[src/design/bcc_pkg.sv]
`default_nettype none

package bcc_pkg;

  localparam int unsigned TimeW = 32;
  localparam int unsigned CfgW  = 16;
  localparam int unsigned IdxW  = 2;

  localparam logic [CfgW-1:0] DebounceRst  = 16'd50;
  localparam logic [CfgW-1:0] LongPressRst = 16'd800;
  localparam logic [CfgW-1:0] GapRst       = 16'd300;

  typedef enum logic [1:0] {
    MODE_IDLE           = 2'd0,
    MODE_PRESSED        = 2'd1,
    MODE_CLICK_RELEASED = 2'd2,
    MODE_LONG_PRESS     = 2'd3
  } mode_e;

  typedef enum logic [2:0] {
    ACT_NONE        = 3'd0,
    ACT_STEP_UP     = 3'd1,
    ACT_OFF         = 3'd2,
    ACT_BREATHE     = 3'd3,
    ACT_BREATHE_END = 3'd4
  } action_e;

  typedef enum logic [IdxW-1:0] {
    REG_DEBOUNCE   = 2'd0,
    REG_LONG_PRESS = 2'd1,
    REG_GAP        = 2'd2
  } cfg_idx_e;

  typedef struct packed {
    logic [CfgW-1:0] settle_ms;
    logic [CfgW-1:0] hold_ms;
    logic [CfgW-1:0] gap_ms;
  } cfg_t;

endpackage

`default_nettype wire

[src/design/bcc_if.sv]
`default_nettype none

// input tick channel
interface bcc_in_if;
  logic        valid;
  logic        ready;
  logic [31:0] now_ms;
  logic        button_level;

  modport source (output valid, output now_ms, output button_level, input ready);
  modport sink   (input valid, input now_ms, input button_level, output ready);
endinterface

// result channel
interface bcc_out_if;
  logic       valid;
  logic       ready;
  logic [2:0] action;

  modport source (output valid, output action, input ready);
  modport sink   (input valid, input action, output ready);
endinterface

// register write channel
interface bcc_cfg_if;
  logic        valid;
  logic        ready;
  logic [1:0]  index;
  logic [15:0] data;

  modport source (output valid, output index, output data, input ready);
  modport sink   (input valid, input index, input data, output ready);
endinterface

`default_nettype wire

[src/design/button_click_classifier.sv]
// Button click classifier: one tick per input transfer (millisecond timestamp and
// raw button level) gives exactly one action code on the result channel, in order.
// A tick is captured in an input register, classified combinationally by the
// debounce latch, the three wrapping-time compares and the four-state machine, and
// lands in a result register when the held tick advances, that is once the result
// slot is free or being drained; one tick is taken every cycle while the result
// side keeps up. While a finished result waits to be taken, one
// more tick is still accepted into the input register; after that the input stalls
// until the result is taken. Registers (debounce, long-press limit, double-click
// gap, 16 bits each) are written through the config channel, which never stalls;
// write them only while no tick is in flight.
`default_nettype none

module button_click_classifier
  import bcc_pkg::*;
(
  input wire logic clk_i,
  input wire logic rst_ni,
  bcc_in_if.sink   in_i,
  bcc_out_if.source out_o,
  bcc_cfg_if.sink  cfg_i
);

  // input register
  logic             in_valid_q;
  logic [TimeW-1:0] now_q;
  logic             level_q;

  // result register
  logic             out_valid_q;
  action_e          action_q;

  logic    advance;
  cfg_t    cfg;
  action_e action;

  // the held tick moves on whenever the result slot is free or being drained
  assign advance    = in_valid_q && (!out_valid_q || out_o.ready);
  assign in_i.ready = !in_valid_q || advance;

  // register writes are always taken
  assign cfg_i.ready = 1'b1;

  bcc_cfg_regs u_cfg (
    .clk_i     (clk_i),
    .rst_ni    (rst_ni),
    .wr_en_i   (cfg_i.valid),
    .wr_idx_i  (cfg_i.index),
    .wr_data_i (cfg_i.data),
    .cfg_o     (cfg)
  );

  // state advances together with the transfer into the result register
  bcc_core u_core (
    .clk_i    (clk_i),
    .rst_ni   (rst_ni),
    .step_i   (advance),
    .now_i    (now_q),
    .level_i  (level_q),
    .cfg_i    (cfg),
    .action_o (action)
  );

  always_ff @(posedge clk_i or negedge rst_ni) begin
    if (!rst_ni) begin
      in_valid_q <= 1'b0;
    end else if (in_i.ready) begin
      in_valid_q <= in_i.valid;
    end
  end

  // payload needs no reset
  always_ff @(posedge clk_i) begin
    if (in_i.valid && in_i.ready) begin
      now_q   <= in_i.now_ms;
      level_q <= in_i.button_level;
    end
  end

  always_ff @(posedge clk_i or negedge rst_ni) begin
    if (!rst_ni) begin
      out_valid_q <= 1'b0;
    end else if (advance) begin
      out_valid_q <= 1'b1;
    end else if (out_o.ready) begin
      out_valid_q <= 1'b0;
    end
  end

  always_ff @(posedge clk_i) begin
    if (advance) begin
      action_q <= action;
    end
  end

  assign out_o.valid  = out_valid_q;
  assign out_o.action = action_q;

endmodule

`default_nettype wire

[src/design/bcc_cfg_regs.sv]
`default_nettype none

module bcc_cfg_regs
  import bcc_pkg::*;
(
  input  wire logic            clk_i,
  input  wire logic            rst_ni,
  input  wire logic            wr_en_i,
  input  wire logic [IdxW-1:0] wr_idx_i,
  input  wire logic [CfgW-1:0] wr_data_i,
  output      cfg_t            cfg_o
);

  cfg_t cfg_q, cfg_d;

  always_comb begin
    cfg_d = cfg_q;
    if (wr_en_i) begin
      case (cfg_idx_e'(wr_idx_i))
        REG_DEBOUNCE:   cfg_d.settle_ms = wr_data_i;
        REG_LONG_PRESS: cfg_d.hold_ms   = wr_data_i;
        REG_GAP:        cfg_d.gap_ms    = wr_data_i;
        default:        cfg_d = cfg_q; // unmapped index is dropped
      endcase
    end
  end

  always_ff @(posedge clk_i or negedge rst_ni) begin
    if (!rst_ni) begin
      cfg_q.settle_ms <= DebounceRst;
      cfg_q.hold_ms   <= LongPressRst;
      cfg_q.gap_ms    <= GapRst;
    end else begin
      cfg_q <= cfg_d;
    end
  end

  assign cfg_o = cfg_q;

endmodule

`default_nettype wire

[src/design/bcc_core.sv]
`default_nettype none

module bcc_core
  import bcc_pkg::*;
(
  input  wire logic             clk_i,
  input  wire logic             rst_ni,
  input  wire logic             step_i,
  input  wire logic [TimeW-1:0] now_i,
  input  wire logic             level_i,
  input  wire cfg_t             cfg_i,
  output      action_e          action_o
);

  logic             steady_q, steady_d;
  logic [TimeW-1:0] change_q, change_d;
  logic [TimeW-1:0] press_q, press_d;
  logic [TimeW-1:0] release_q, release_d;
  logic [1:0]       count_q, count_d;
  mode_e            mode_q, mode_d;

  logic [TimeW-1:0] since_change, since_press, since_release;
  logic             settled, hold_done, gap_done;

  // debounce latch follows the raw level at once
  assign steady_d     = level_i;
  assign change_d     = (level_i != steady_q) ? now_i : change_q;

  // wrapping differences
  assign since_change  = now_i - change_d;
  assign since_press   = now_i - press_q;
  assign since_release = now_i - release_q;

  assign settled   = since_change  >= TimeW'(cfg_i.settle_ms);
  assign hold_done = since_press   >= TimeW'(cfg_i.hold_ms);
  assign gap_done  = since_release >= TimeW'(cfg_i.gap_ms);

  // next state
  always_comb begin
    mode_d    = mode_q;
    press_d   = press_q;
    release_d = release_q;
    count_d   = count_q;
    if (settled) begin
      case (mode_q)
        MODE_IDLE: begin
          if (level_i) begin
            mode_d  = MODE_PRESSED;
            press_d = now_i;
          end
        end
        MODE_PRESSED: begin
          if (!level_i) begin
            // late release keeps the pressed state
            if (!hold_done) begin
              if (count_q != 2'd2) count_d = count_q + 2'd1;
              release_d = now_i;
              mode_d    = MODE_CLICK_RELEASED;
            end
          end else if (hold_done) begin
            count_d = 2'd0;
            mode_d  = MODE_LONG_PRESS;
          end
        end
        MODE_CLICK_RELEASED: begin
          if (level_i) begin
            mode_d  = MODE_PRESSED;
            press_d = now_i;
          end else if (gap_done) begin
            count_d = 2'd0;
            mode_d  = MODE_IDLE;
          end
        end
        MODE_LONG_PRESS: begin
          if (!level_i) mode_d = MODE_IDLE;
        end
        default: mode_d = MODE_IDLE;
      endcase
    end
  end

  // action
  always_comb begin
    action_o = ACT_NONE;
    if (settled) begin
      case (mode_q)
        MODE_CLICK_RELEASED: begin
          if (!level_i && gap_done) begin
            if (count_q == 2'd1)      action_o = ACT_STEP_UP;
            else if (count_q != 2'd0) action_o = ACT_OFF;
          end
        end
        MODE_LONG_PRESS: action_o = level_i ? ACT_BREATHE : ACT_BREATHE_END;
        default:         action_o = ACT_NONE;
      endcase
    end
  end

  always_ff @(posedge clk_i or negedge rst_ni) begin
    if (!rst_ni) begin
      steady_q  <= 1'b0;
      change_q  <= '0;
      press_q   <= '0;
      release_q <= '0;
      count_q   <= 2'd0;
      mode_q    <= MODE_IDLE;
    end else if (step_i) begin
      steady_q  <= steady_d;
      change_q  <= change_d;
      press_q   <= press_d;
      release_q <= release_d;
      count_q   <= count_d;
      mode_q    <= mode_d;
    end
  end

endmodule

`default_nettype wire

[src/flat_wrapper.sv]
// flat-port wrapper written by rule: the top's interface ports become plain ports
module button_click_classifier_flat import bcc_pkg::*;
  (clk_i, rst_ni, in_i_valid, in_i_now_ms, in_i_button_level, in_i_ready, out_o_valid, out_o_action, out_o_ready, cfg_i_valid, cfg_i_index, cfg_i_data, cfg_i_ready);
  bcc_in_if in_i_i ();
  bcc_out_if out_o_i ();
  bcc_cfg_if cfg_i_i ();
  input wire logic clk_i;
  input wire logic rst_ni;
  input wire logic [$bits(in_i_i.valid)-1:0] in_i_valid;
  input wire logic [$bits(in_i_i.now_ms)-1:0] in_i_now_ms;
  input wire logic [$bits(in_i_i.button_level)-1:0] in_i_button_level;
  output wire logic [$bits(in_i_i.ready)-1:0] in_i_ready;
  output wire logic [$bits(out_o_i.valid)-1:0] out_o_valid;
  output wire logic [$bits(out_o_i.action)-1:0] out_o_action;
  input wire logic [$bits(out_o_i.ready)-1:0] out_o_ready;
  input wire logic [$bits(cfg_i_i.valid)-1:0] cfg_i_valid;
  input wire logic [$bits(cfg_i_i.index)-1:0] cfg_i_index;
  input wire logic [$bits(cfg_i_i.data)-1:0] cfg_i_data;
  output wire logic [$bits(cfg_i_i.ready)-1:0] cfg_i_ready;
  assign in_i_i.valid = in_i_valid;
  assign in_i_i.now_ms = in_i_now_ms;
  assign in_i_i.button_level = in_i_button_level;
  assign in_i_ready = in_i_i.ready;
  assign out_o_valid = out_o_i.valid;
  assign out_o_action = out_o_i.action;
  assign out_o_i.ready = out_o_ready;
  assign cfg_i_i.valid = cfg_i_valid;
  assign cfg_i_i.index = cfg_i_index;
  assign cfg_i_i.data = cfg_i_data;
  assign cfg_i_ready = cfg_i_i.ready;
  button_click_classifier u_core (.clk_i(clk_i), .rst_ni(rst_ni), .in_i(in_i_i), .out_o(out_o_i), .cfg_i(cfg_i_i));
endmodule
[config.mk]
export PLATFORM = sky130hd
export DESIGN_NAME = button_click_classifier_flat
export DESIGN_NICKNAME = d
export VERILOG_FILES = /design/src/design/bcc_pkg.sv /design/src/design/bcc_if.sv /design/src/design/button_click_classifier.sv /design/src/design/bcc_cfg_regs.sv /design/src/design/bcc_core.sv /design/src/flat_wrapper.sv
export SDC_FILE = /design/constraint.sdc
export NUM_CORES = 1
export LEC_CHECK = 0
export ABC_AREA = 1
export BUFFER_PORTS_ARGS = -buffer_cell sky130_fd_sc_hd__buf_2
export CORE_UTILIZATION = 45
export DETAILED_ROUTE_END_ITERATION = 10
export GPL_TIMING_DRIVEN = 0
export SLEW_MARGIN = 20
export SYNTH_ARGS = -nofsm -noshare
export SYNTH_HDL_FRONTEND = slang
export SYNTH_HIERARCHICAL = 1
export SYNTH_SLANG_ARGS = --single-unit
[constraint.sdc]
create_clock -name clk_i -period 4.1 [get_ports clk_i]
set_input_delay 0 -clock clk_i [delete_from_list [all_inputs] [get_ports clk_i]]
set_output_delay 0 -clock clk_i [all_outputs]
set_load 0.03 [all_outputs]
Yosys cells after proc, flatten, opt, wreduce, memory -nomap -nowiden
Index checks and enable logic that the tools add are counted.

storage, ports and cells
  input port bits = 56
  register bits = 187
  word-level logic and storage cells = 82

cells by class
  add/subtract/negate cells = 4
  muxes and demuxes = 22
  eq/ne operators = 16
  bitwise gates (word level) = 2
  reductions and logical operators = 21
  order comparisons = 3

operators with widths
  operator                                                number
  >= comparator 32 x 16 -> 1 bit                          3
  subtractor 32 bit                                       3
  two-way mux 32 bit                                      1
  two-way mux 2 bit                                       15
  inequality test 2 bit (second input constant)           4
  one-hot mux 2 bit (4 select lines)                      1
  AND reduction 8 bit                                     1
  AND reduction 7 bit                                     1
  equality test 2 x 1 -> 1 bit (second input constant)    3
  equality test 2 bit (second input constant)             3
  inequality test 3 x 2 -> 1 bit (second input constant)  2
  inequality test 3 bit (second input constant)           2
  one-hot mux 3 bit (2 select lines)                      1
  AND reduction 2 bit                                     3
  nonzero test 2 bit                                      3
  AND reduction 5 bit                                     1
  zero test 2 bit                                         2
  one-hot mux 2 bit (2 select lines)                      1
  AND reduction 4 bit                                     1
  logical AND 1 bit                                       3
  zero test 1 bit                                         3
  two-way mux 3 bit                                       1
  adder 2 x 1 -> 2 bit (second input constant)            1
  logical OR 1 bit                                        2
  5 further kinds                                         7

Longest topological paths before layout
Gate-level depths: netlist (run 1).

  depth in word-level cells = 5
  mapped depth = 29

Hierarchy
Netlist (run 1), hierarchy kept.

modules (own cells, without submodules)
  module                   cells each  area each (um^2)  instances
  bcc_core                 2,171       12,992.5          1
  bcc_cfg_regs             214         2,057.0           1
  button_click_classifier  50          1,187.4           1

Worst setup path before layout (run 1)
Ideal clock, no wire load.

  path type = register to register
  start = register u_core.level_q
  end = register u_core.u_core.press_q[1]
  path buffers = 4
  required time = 3,982 ps
  cell stages (with the launch flop) = 27
  arrival time = 3,996 ps
  path slack = -14 ps
  cell sequence = edfxtp_1 > buf_4 > nand2_2 > nand2_2 > buf_6 > inv_2 > clkbuf_1 > o21ai_0 > ha_1 > a21o_1 > a21oi_4 > o21bai_4 > nand2_1 > nand2_1 > xor2_1 > ha_1 > a21oi_1 > nor2_1 > a211o_1 > a21oi_1 > o21ai_0 > nor3_1 > nand3_1 > nand3b_4 > clkbuf_1 > nand3_1 > nand2_1

on the way
  cells in the longest elaborated chain, start to end = 5

ends and longest elaborated chain
  what                                      line                           source
  from (decl)                               button_click_classifier.sv:27  logic level_q;
  from (signal assigned)                    button_click_classifier.sv:76  level_q <= in_i.button_level;
  inequality test 1 bit                     bcc_core.sv:27                 assign change_d = (level_i != steady_q) ? now_i : change_q;
  two-way mux 32 bit                        bcc_core.sv:27
  subtractor 32 bit                         bcc_core.sv:30                 assign since_change = now_i - change_d;
  >= comparator 32 x 16 -> 1 bit            bcc_core.sv:34                 assign settled = since_change >= TimeW'(cfg_i.settle_ms);
  AND reduction 4 bit (no source line) (*)  -
  to (signal assigned)                      bcc_core.sv:110                press_q <= press_d;
  to (decl)                                 bcc_core.sv:17                 logic [TimeW-1:0] press_q, press_d;

Every way passes the cells marked *; elsewhere a longest branch is shown, timed or not.
A chain may end at the register's enable or synchronous reset.

Worst setup path after layout (run 1)
  start = register u_core.level_q
  end = register u_core.u_core.press_q[2]

The elaborated chain is that of the path after synthesis.

==> summary.txt, run 1 <==
Critical path type - reg -> reg
Failing checks - negative setup slack
Die ar. - 36800 sq um
Largest net degree at the start of global routing - 81
GRT overflow - 0
CP max stage delay - 0.43 ns
Fin crit share - 111%
I/O pin cnt - 62
Antenna cell count - 0
CP Data Arrival Time - 4.95 ns
Top cell by count, worst path - buf_12
Final Util - 56.0%
Worst skew pair latency - 0.45 ns
Initial antenna violation count - 0
Post-route DRC - 0
First-pass GRT wire length - 82500 microns
CTS H-tree depth - 4
Final min period - 4.56 ns
Hold Path Class - in -> async
Actual slew at the worst max-slew pin - 0.953 ns
Cell Pwr Density - 514 nW/um^2
Startpoint class of the critical path - register
Fraction of layout cells with a size suffix above 1 - 13.6%
Buffers on Ports - 57
Routed WL - 54100 microns
Max-slew violation count - 0
CP delay by family, top - compound AO/OA/AOI/OAI gates
Ranking of synthesized cells by area - dfrtp_1 (22%), nand2_1 (19%), ha_1 (11%)
Buf/Inv on CP - 6
Crit. End Element - register
Yosys top cell area share - 21.7%
Routed Antenna Nets - 0
CTS Buf Count - 17
All-Layer GR Usage - 29.4%
Worst path slowest cell - edfxtp_1
Synth Register Bits - 187
Static leakage - 10.4 nW
Core Rows - 69
Max VDD drop - 0.266 mV
Total of warnings raised by yosys - 6
Final setup margin - -0.461 ns
Drt wl/cell - 17.3 microns
Initial DRC Count - 1257
Clock-pin slew on the worst setup and hold paths - 0.08 ns
Drt pass-1 iters - 6
RSZ-0062 raised after global routing - yes
Placeable Area - 35600 sq um
Final instance count without filler cells - 3135
Clock skew - 0.0126 ns
Vias in the first global route - 15900
Synthesis-to-layout area growth - 22.6%
Layout net count - 2862
Initial core utilization - 45.6%
Die X - 192 microns
CTS Sinks - 187
Status - finished, violations left
Via Count - 16700
Mean Syn Cell Area - 6.67 sq um
Syn_nets - 2636
CP max FO - 6
CTS tree - built
Vias/cell - 5.34
Max cap viols - 0
Placed cell count - 2954
Main synth FF type - dfrtp_1
Commonest non-fill, non-tap cell in the layout - nand2_1
Root buffer cell - clkbuf_16
Cell variety after synth - 58
Worst Path Required - 4.48 ns
Asr flop ratio synth - 80.7%
Mapped Area - 16200 sq um
Bufs on Longest Clock Path - 2
GPL Wtd Cong - 0.992
Final setup violation count - 71
Max Freq - 219 MHz
Register area share after synthesis - 30.0%
EDFF count, synth - 36
Die height - 192 microns
Syn Inst Count - 2435
Most frequent cells in the layout - nand2_1 (810), inv_1 (385), nor2_1 (150)
Fillers - 3430
Final hold viol count - 0
Relative slew slack - 36.5%
Yosys top cell by area - dfrtp_1
DP HPWL - 41800 microns
-- sequential cells by signal (all words and copies together) (netlist names), 2 cells and up --
signal	cells
u_core/u_core/press_q	32
u_core/now_q	32
u_core/out_o.action	3
u_core/u_cfg/cfg_o	48
u_core/u_core/change_q	32
u_core/u_core/release_q	32
u_core/u_core/mode_q	2
u_core/u_core/count_q	2
-- cells in the mapped netlist (all sizes together) (21+ instances only) --
cell and instances:
ha 142, nand4 105, clkbuf 21, xor2 42, dfrtp 141, nand2 853
nand3 160, nor2 163, inv 397, a21oi 111, buf 32, nor3 36
edfxtp 36, o21ai 110
-- metal layers --
layer | global-route usage [%] | wire length, microns
met5 | 0 | 0
met4 | 10.4 | 1720
met3 | 3.44 | 2390
met2 | 51.9 | 26600
met1 | 36.7 | 23400
-- timing repair --
| item | 4_1_cts | 5_1_grt |
|---|---|---|
| hold buffers | 69 | 0 |
| pin swaps | 43 | 45 |
| setup buffers | 49 | 28 |
| endpoints found under the hold margin | 162 | 0 |
| gates resized for setup | 126 | 70 |
| setup endpoints to repair | 71 | 71 |
| cloned | 3 | 3 |
-- logic make-up (layout without fill, tap and decap cells) --
logic type	after synthesis	in the layout	share of synthesized area, %
other cells	1	1	0.0231
fa+ha+maj	145	145	11.3
flops	187	187	30.0
buf+inv	450	689	11.2
xor+xnor	44	44	2.37
mux	2	2	0.123
compound gates	269	269	9.17
simple gates	1337	1337	35.7
-- stage by stage --
stage	setup WS (ns)	total power, mW	hold WS (ns)	TNS (ns)	instance area [sq um]
final	-0.461	10.2	0.114	-27.24	19900
after global routing	-0.641	11.0	0.143	-37.16	19900
after global placement	-1.44	7.38	0.177	-86.65	17100
after CTS	-0.339	9.86	0.131	-18.52	19400
after floorplan	0.0160	6.13	-0.296	0	16200
after detailed placement	-1.59	7.50	0.0275	-94.29	17100
-- power by group --
group          internal (mW)  total [mW]  switching, mW
clock                  0.998        1.77          0.767
sequential              2.27        2.54          0.269
combinational           2.24        5.93           3.69
-- cell type report --
class	instances	area (sq um)	share of cell area [%]
plain buffers	51	473	2.38
clock buffers	23	499	2.51
clock inverters	9	120	0.603
inverters	397	1510	7.61
multi-input cells	1798	10100	50.8
flip-flops and latches	187	4870	24.5
well taps	461	577	2.90
repair buffers	208	1720	8.64
repair inverters	1	8.76	0.0440
-- path summary, 6_finish.rpt --
check	cells past startpoint	from	slack, ns	to
max	28	u_core/level_q	-0.46	u_core/u_core/press_q[2]
min	2	rst_ni	0.11	u_core/u_cfg/cfg_o[40]
max reg2reg	28	u_core/level_q	-0.46	u_core/u_core/press_q[2]
min reg2reg	2	u_core/u_cfg/cfg_o[36]	0.46	u_core/u_cfg/cfg_o[36]
max in group asynchronous	3	rst_ni	3.14	u_core/u_cfg/cfg_o[5]
min in group clk_i	2	in_i_button_level	0.26	u_core/level_q
Note: power is estimated with default switching activity, not from simulation.
==> run 2: changes to the inputs <==
Settings changed: CORE_ASPECT_RATIO set to 1.75, CORE_UTILIZATION 45 to 58, PLACE_DENSITY set to 0.78.
==> run 2 against run 1 <==
  * The run still ends with negative setup slack left
  * Cell area is 1.0% lower
  * Fmax is 0.70% lower
  * Clock power is 7% lower
  * Global-route usage is 12 points higher
==> summary.txt, run 2 (synthesized netlist as in run 1, its figures left out) <==
Final setup violation count - 71
Max VDD drop - 0.438 mV
Actual slew at the worst max-slew pin - 0.959 ns
Cell Pwr Density - 520 nW/um^2
Max reg flops - 48
P_int - 5.31 mW
Worst R2R Setup Slack - -0.49 ns
Bufs on Longest Clock Path - 2
Static leakage - 10.3 nW
GRT overflow - 0
Fin area - 19700 sq um
Initial antenna violation count - 0
Fin crit share - 112%
CTS Sinks - 187
Final Util - 71.8%
Clock-pin slew on the worst setup and hold paths - 0.07 ns
Synthesis-to-layout area growth - 21.3%
GPL Wtd Cong - 1.05
Root buffer cell - clkbuf_16
CTS Buf Count - 17
CTS tree - built
Clk pwr share - 16.1%
Reg2Reg Launch Point - u_core/level_q
Routed Antenna Nets - 0
Worst Path Required - 4.44 ns
Gate power share - 59.1%
I/O pin cnt - 62
Pre-CTS setup slack - -1.77 ns
Antenna cell count - 0
Hold Path Class - in -> async
Vias/cell - 5.80
Relative slew slack - 36.0%
Final setup margin - -0.493 ns
Fillers - 2343
Post-route DRC - 0
Crit. End Element - register
Startpoint class of the critical path - register
Sequential power share - 24.8%
Drt wl/cell - 19.5 microns
Failing checks - negative setup slack
RR Endpoint - u_core/u_core/release_q[22]
CP Data Arrival Time - 4.93 ns
Placed cell areas - 17000 sq um
Via Count - 17600
Max Freq - 218 MHz
Status - finished, violations left
Drt pass-1 iters - 9
CP max FO - 10
Initial DRC Count - 1333
RSZ-0062 raised after global routing - yes
DP HPWL - 43300 microns
CTS H-tree depth - 4
Clock skew - 0.0143 ns
Sw Pwr - 4.94 mW
Vias in the first global route - 17300
All-Layer GR Usage - 41.7%
Die X - 128 microns
Fraction of layout cells with a size suffix above 1 - 13.7%
Layout net count - 2846
Buffers on Ports - 57
Final min period - 4.59 ns
Final hold viol count - 0
Critical path type - reg -> reg
Most frequent cells in the layout - nand2_1 (808), inv_1 (383), nor2_1 (150)
Core Rows - 80
Switching Share - 48.2%
Largest net degree at the start of global routing - 81
Placeable Area - 27400 sq um
Worst skew pair latency - 0.47 ns
Max-slew violation count - 0
Die height - 223 microns
Max cap viols - 0
Initial core utilization - 59.2%
Routed WL - 59100 microns
First-pass GRT wire length - 88100 microns
Commonest non-fill, non-tap cell in the layout - nand2_1
Die ar. - 28700 sq um
R2R depth - 27
[run 2: changes by cell type in the layout (fill, tap and decap cells not counted), moves of 4 or more]
cell,change
buf_12,-4
clkinv_4,+5
clkbuf_4,-4
nand3_2,+5
buf_4,-15
buf_6,+7
nand3_1,-5
[run 2: layout make-up]
| cell class | count | area, sq um | area share (%) |
|---|---|---|---|
| sequential | 187 | 4870 | 24.7 |
| clock buffer | 19 | 443 | 2.25 |
| buffer | 51 | 472 | 2.39 |
| tap | 369 | 462 | 2.34 |
| timing repair buffer | 192 | 1560 | 7.93 |
| inverter | 397 | 1510 | 7.69 |
| timing repair inverter | 1 | 8.76 | 0.0445 |
| multi-input combinational | 1798 | 10200 | 51.9 |
| clock inverter | 13 | 133 | 0.673 |
[run 2: worst max-delay path, cell delays in order (launching register included)]
cell and delay [ns]:
edfxtp_1 0.43, buf_6 0.15, nand2_2 0.07, nand2_4 0.06
buf_12 0.15, inv_16 0.08, clkbuf_8 0.16, o21ai_1 0.07
ha_1 0.40, nand2_2 0.14, nor2_2 0.15, nor2_2 0.06
buf_4 0.14, o21bai_4 0.15, inv_2 0.06, nand2_4 0.09
xor2_4 0.22, ha_4 0.24, nand2_1 0.05, a21oi_1 0.04
a211oi_2 0.29, o21ai_1 0.16, a21oi_2 0.29, nand4_4 0.24
buf_8 0.23, buf_6 0.13, nand4_1 0.07, nand2_1 0.09
[run 2: worst max-delay path by stage]
stage / from / end
2_1_floorplan: u_core/level_q / u_core/u_core/press_q[1]
3_5_place_dp: u_core/level_q / u_core/u_core/press_q[27]
5_1_grt: u_core/level_q / u_core/u_core/press_q[2]
6_report: u_core/level_q / u_core/u_core/release_q[22]
4_1_cts: u_core/level_q / u_core/u_core/press_q[27]
3_3_place_gp: u_core/level_q / u_core/u_core/press_q[0]
[run 2: what timing repair did]
| action | in CTS | in global routing |
|---|---|---|
| pin swaps | 62 | 34 |
| hold endpoints to repair | 162 | 0 |
| hold buffers | 66 | 0 |
| gates cloned | 7 | 1 |
| buffers inserted | 46 | 16 |
| endpoints found under the setup margin | 71 | 71 |
| gates resized for setup | 172 | 51 |
[run 2: power by group through the flow]
stage / logic (mW) / registers [mW] / clock network, mW
2_1_floorplan: 3.65 / 2.48 / 0
5_1_grt: 6.63 / 2.58 / 1.75
3_5_place_dp: 4.99 / 2.55 / 0
3_3_place_gp: 4.85 / 2.54 / 0
6_report: 6.06 / 2.54 / 1.65
4_1_cts: 5.62 / 2.52 / 1.67
[run 2: through the flow]
step	instances	power, mW	hold slack (ns)	setup TNS, ns
after floorplan	2435	6.13	-0.296	0
after global placement	2861	7.39	0.176	-95.86
after detailed placement	2862	7.55	0.0276	-106.36
after CTS	3011	9.81	0.133	-16.14
after global routing	3027	11.0	0.165	-40.22
final	3027	10.3	0.0881	-29.36
[run 2: layer usage]
metal	GRT usage, %	share of wire (%)	vias to the layer above
li1	-	-	8279
met1	39.2	33	8138
met2	74.1	51	814
met3	6.81	5.8	325
met4	41.3	11	0
met5	0	0	-
